## src/rtl/core/tlc_pkg.sv

```systemverilog
// Package for the TTL/LRU lookup cache: entry type, commands, constants.
// Depends on nothing.
`default_nettype none
package tlc_pkg;
  localparam logic [1:0] CMD_LOOKUP = 2'd0;
  localparam logic [1:0] CMD_INSERT = 2'd1;
  localparam logic [1:0] CMD_SWEEP  = 2'd2;
  localparam logic [47:0] MS_PER_S = 48'd1000;
  localparam logic [31:0] MAX_TTL_RESET = 32'd86400;
  typedef struct packed {
    logic        valid;
    logic [15:0] qtype;
    logic [15:0] code;
    logic [15:0] count;
    logic [15:0] handle;
    logic [31:0] ttl;
    logic [47:0] ins;
    logic [47:0] lu;
  } entry_t;
endpackage
`default_nettype wire

```

## src/rtl/core/tlc_cell.sv

```systemverilog
// One cache entry of the rotating ring; shifts to its neighbor when enabled.
// Depends on tlc_pkg.
`default_nettype none
module tlc_cell #(
  parameter int KEY_WIDTH = 64
) (
  input  wire                  clk,
  input  wire                  rst,
  input  wire                  shift,
  input  tlc_pkg::entry_t      d,
  input  wire [KEY_WIDTH-1:0]  d_key,
  output tlc_pkg::entry_t      q,
  output logic [KEY_WIDTH-1:0] q_key
);
  always_ff @(posedge clk) begin
    if (shift) begin
      q     <= d;
      q_key <= d_key;
    end
    if (rst) begin
      q.valid <= 1'b0;
    end
  end
endmodule
`default_nettype wire

```

## config.mk

```make
export PLATFORM = sky130hd
export DESIGN_NAME = tlc_cell
export DESIGN_NICKNAME = d
export VERILOG_FILES = /design/src/rtl/core/tlc_pkg.sv /design/src/rtl/core/tlc_cell.sv
export SDC_FILE = /design/constraint.sdc
export NUM_CORES = 1
export LEC_CHECK = 0
export BUFFER_PORTS_ARGS = -buffer_cell sky130_fd_sc_hd__buf_2
export CAP_MARGIN = 20
export CORE_AREA = 2 2 199 201
export DETAILED_ROUTE_END_ITERATION = 10
export DIE_AREA = 0 0 201 203
export GPL_TIMING_DRIVEN = 0
export PLACE_DENSITY = 0.49
export SKIP_CTS_REPAIR_TIMING = 1
export SYNTH_ARGS = -nofsm -noshare
export SYNTH_HDL_FRONTEND = slang
export SYNTH_SLANG_ARGS = --single-unit
export TNS_END_PERCENT = 1
```

## constraint.sdc

```tcl
create_clock -name clk -period 0.85 [get_ports clk]
set_clock_uncertainty 0.15 [all_clocks]
set_input_delay 0.085 -clock clk [delete_from_list [all_inputs] [get_ports clk]]
set_output_delay 0.085 -clock clk [all_outputs]
set_load 0.02 [all_outputs]
```

==> summary.txt <==
Clock network
  • H-tree depth: 1
  • Clock slew at reported path FFs: 60 ps
  • CTS tree: yes
  • Clock Tree Root: clkbuf_16
  • Max clock buf depth: 3
  • CTS buffer count: 30
  • Clock sinks: 257
  • Clk_lat worst skew: 550 ps

Timing
  • Final Hold Viols: 47
  • RSZ-0062 raised after global routing: true
  • Min Tclk post-route: 1470 ps
  • Fin Hold WS: -220 ps
  • Relative slew slack: 59.1%
  • Sum Neg Setup Slack: -120100 ps
  • Highest clock rate: 682 MHz
  • Worst-Margin Slew: 614 ps
  • Max-slew violations: 0
  • Setup violations, final: 308
  • Final period utilization: 173%
  • Fin worst setup slack: -616 ps

Floorplan
  • Core area: 38500 um^2
  • Starting density of the core: 20.1%
  • Ports: 517
  • Die area: 40800 um^2
  • Row count: 72
  • Die height: 203 um
  • Die Wd: 201 um

Placement
  • DP HPWL: 17.3 mm
  • Pre-CTS setup slack: -722 ps
  • Area after DPL: 11000 um^2
  • Buffers on Ports: 516
  • Cell Count Post-Placement: 1295
  • Final GP Congestion: 0.749

Min path
  • HP Class: in -> reg

Worst setup path
  • WP buf/inv: 1
  • CP Capture Type: output port
  • CP Class: reg -> out
  • Cell family with most CP delay: flip-flops
  • Max incr delay on CP: 500 ps
  • Data arrival, critical path: 1230 ps
  • Req. time, crit path: 610 ps
  • Worst path cell trace: buf_6
  • Slowest cell on the critical path: edfxtp_1
  • CP max FO: 1
  • Critical Path Source Type: register

Power
  • Switching part of the total: 24.2%
  • P_sw: 7.65 mW
  • Max VDD drop: 1.48 mV
  • Leakage: 6.13 nW
  • Combinational share of power: 13.4%
  • PD cells: 2160 nW/um^2
  • Proportion of power drawn by flip-flops and latches: 48.6%
  • Int Pwr: 23.9 mW
  • Total power: 31.6 mW
  • Clock share of power: 38.1%

Global routing
  • Total GRT Usage: 10.4%
  • Global-route wire length before repair: 31.4 mm
  • Antenna violations before repair: 0
  • Remaining global-route overflow: 0
  • Via count of the first global-routing pass: 5018
  • Largest net degree at the start of global routing: 115

Synth
  • Synth top area cells: edfxtp_1 100%, dfxtp_1 0.26%, mux2i_1 0.13%
  • Yosys cell types: 4
  • Cell count after synthesis: 259
  • Yosys warns: 0
  • Post-Synthesis Net Count: 519
  • Syn Std Cell Area: 7720 um^2
  • Synthesized flop and latch total: 257
  • Largest area contributor in the netlist: edfxtp_1
  • Top cell type's share of synthesized area: 99.6%
  • Avg Cell Area, Syn: 29.8 um^2
  • Sequential cell area fraction in the yosys report: 99.8%

Route
  • Routed Antenna Nets: 0
  • Vias: 5766
  • Vias per Instance: 3.59
  • Routed wire per std cell: 15.9 um
  • Wirelength, routed: 25.5 mm
  • Iter 0 DRT Violations: 202
  • Post-route DRC: 0
  • 1st-pass router iterations: 4

Layout
  • Fin area: 14600 um^2
  • Share of layout cells above drive strength 1: 51.7%
  • Area growth syn-to-layout: 89.1%
  • Non-filler cells in the finished layout: 1608
  • Number of diodes: 0
  • Fill count: 3572
  • Nets: 1327
  • Post-layout util: 38.0%

Run
  • Max-cap violations: 0

Outcome
  • Status: finished with violations
  • Failing checks: negative hold slack, negative setup slack
[worst paths after layout]
path                            startpoint       end  slack [ps]  cells after the start
worst max-delay path                q[104]    q[104]        -620                      1
worst min-delay path                 shift  q_key[3]        -220                      1
worst max register to register      q[192]    q[192]         100                      2
worst min register to register      q[192]    q[192]         350                      2
[layout by cell type, fill, tap and decap left out]
cell type | synthesis | routed
buf_2 | 0 | 504
dlygate4sd3_1 | 0 | 258
edfxtp_1 | 256 | 256
clkbuf_16 | 0 | 31
clkbuf_1 | 0 | 9
buf_6 | 0 | 9
clkinv_2 | 0 | 4
clkbuf_8 | 0 | 3
clkinvlp_4 | 0 | 3
buf_16 | 0 | 3
clkinv_1 | 0 | 2
clkbuf_4 | 0 | 2
mux2i_1 | 1 | 1
nor2_1 | 1 | 1
clkinv_4 | 0 | 1
inv_8 | 0 | 1
inv_6 | 0 | 1
dfxtp_2 | 0 | 1
[power by group through the flow]
stage / registers, mW / logic (mW) / clock network [mW]
floorplan: 16.9 / 0.00396 / 0
global placement: 15.7 / 3.21 / 0
detailed placement: 15.6 / 3.26 / 0
CTS: 15.3 / 3.25 / 12.5
global route: 15.4 / 4.46 / 13.0
finish: 15.3 / 4.23 / 12.0
[cell families (layout without fill, tap and decap cells)]
| kind of cell | Yosys count | in the layout | synth area share [%] |
|---|---|---|---|
| flip-flops | 257 | 257 | 99.8 |
| multiplexers | 1 | 1 | 0.130 |
| AND/OR/NAND/NOR | 1 | 1 | 0.0486 |
| buffers and inverters | 0 | 831 | 0 |
[registers in the layout, indices dropped and copies added, names as in the netlist]
| register | cells |
|---|---|
| q | 193 |
| q_key | 64 |
[routing by layer]
| layer | vias up | routed length (um) | global-route usage, % |
|---|---|---|---|
| met2 | 306 | 13200 | 17.9 |
| li1 | 2679 | - | - |
| met3 | 41 | 2110 | 4.37 |
| met1 | 2740 | 9570 | 11.5 |
| met5 | - | 0 | 0 |
| met4 | 0 | 591 | 4.05 |
[layout make-up]
| type | count | area (um^2) | area share (%) |
|---|---|---|---|
| Multi-Input combinational cell | 2 | 13.8 | 0.0942 |
| Tap cell | 518 | 648 | 4.44 |
| Clock buffer | 43 | 851 | 5.83 |
| Clock inverter | 12 | 78.8 | 0.540 |
| Sequential cell | 257 | 7710 | 52.8 |
| Timing Repair Buffer | 776 | 5300 | 36.3 |
[Yosys cell counts]
cell	instances
edfxtp_1	256
dfxtp_1	1
mux2i_1	1
nor2_1	1
No activity file was read; power rests on OpenSTA's default activity.
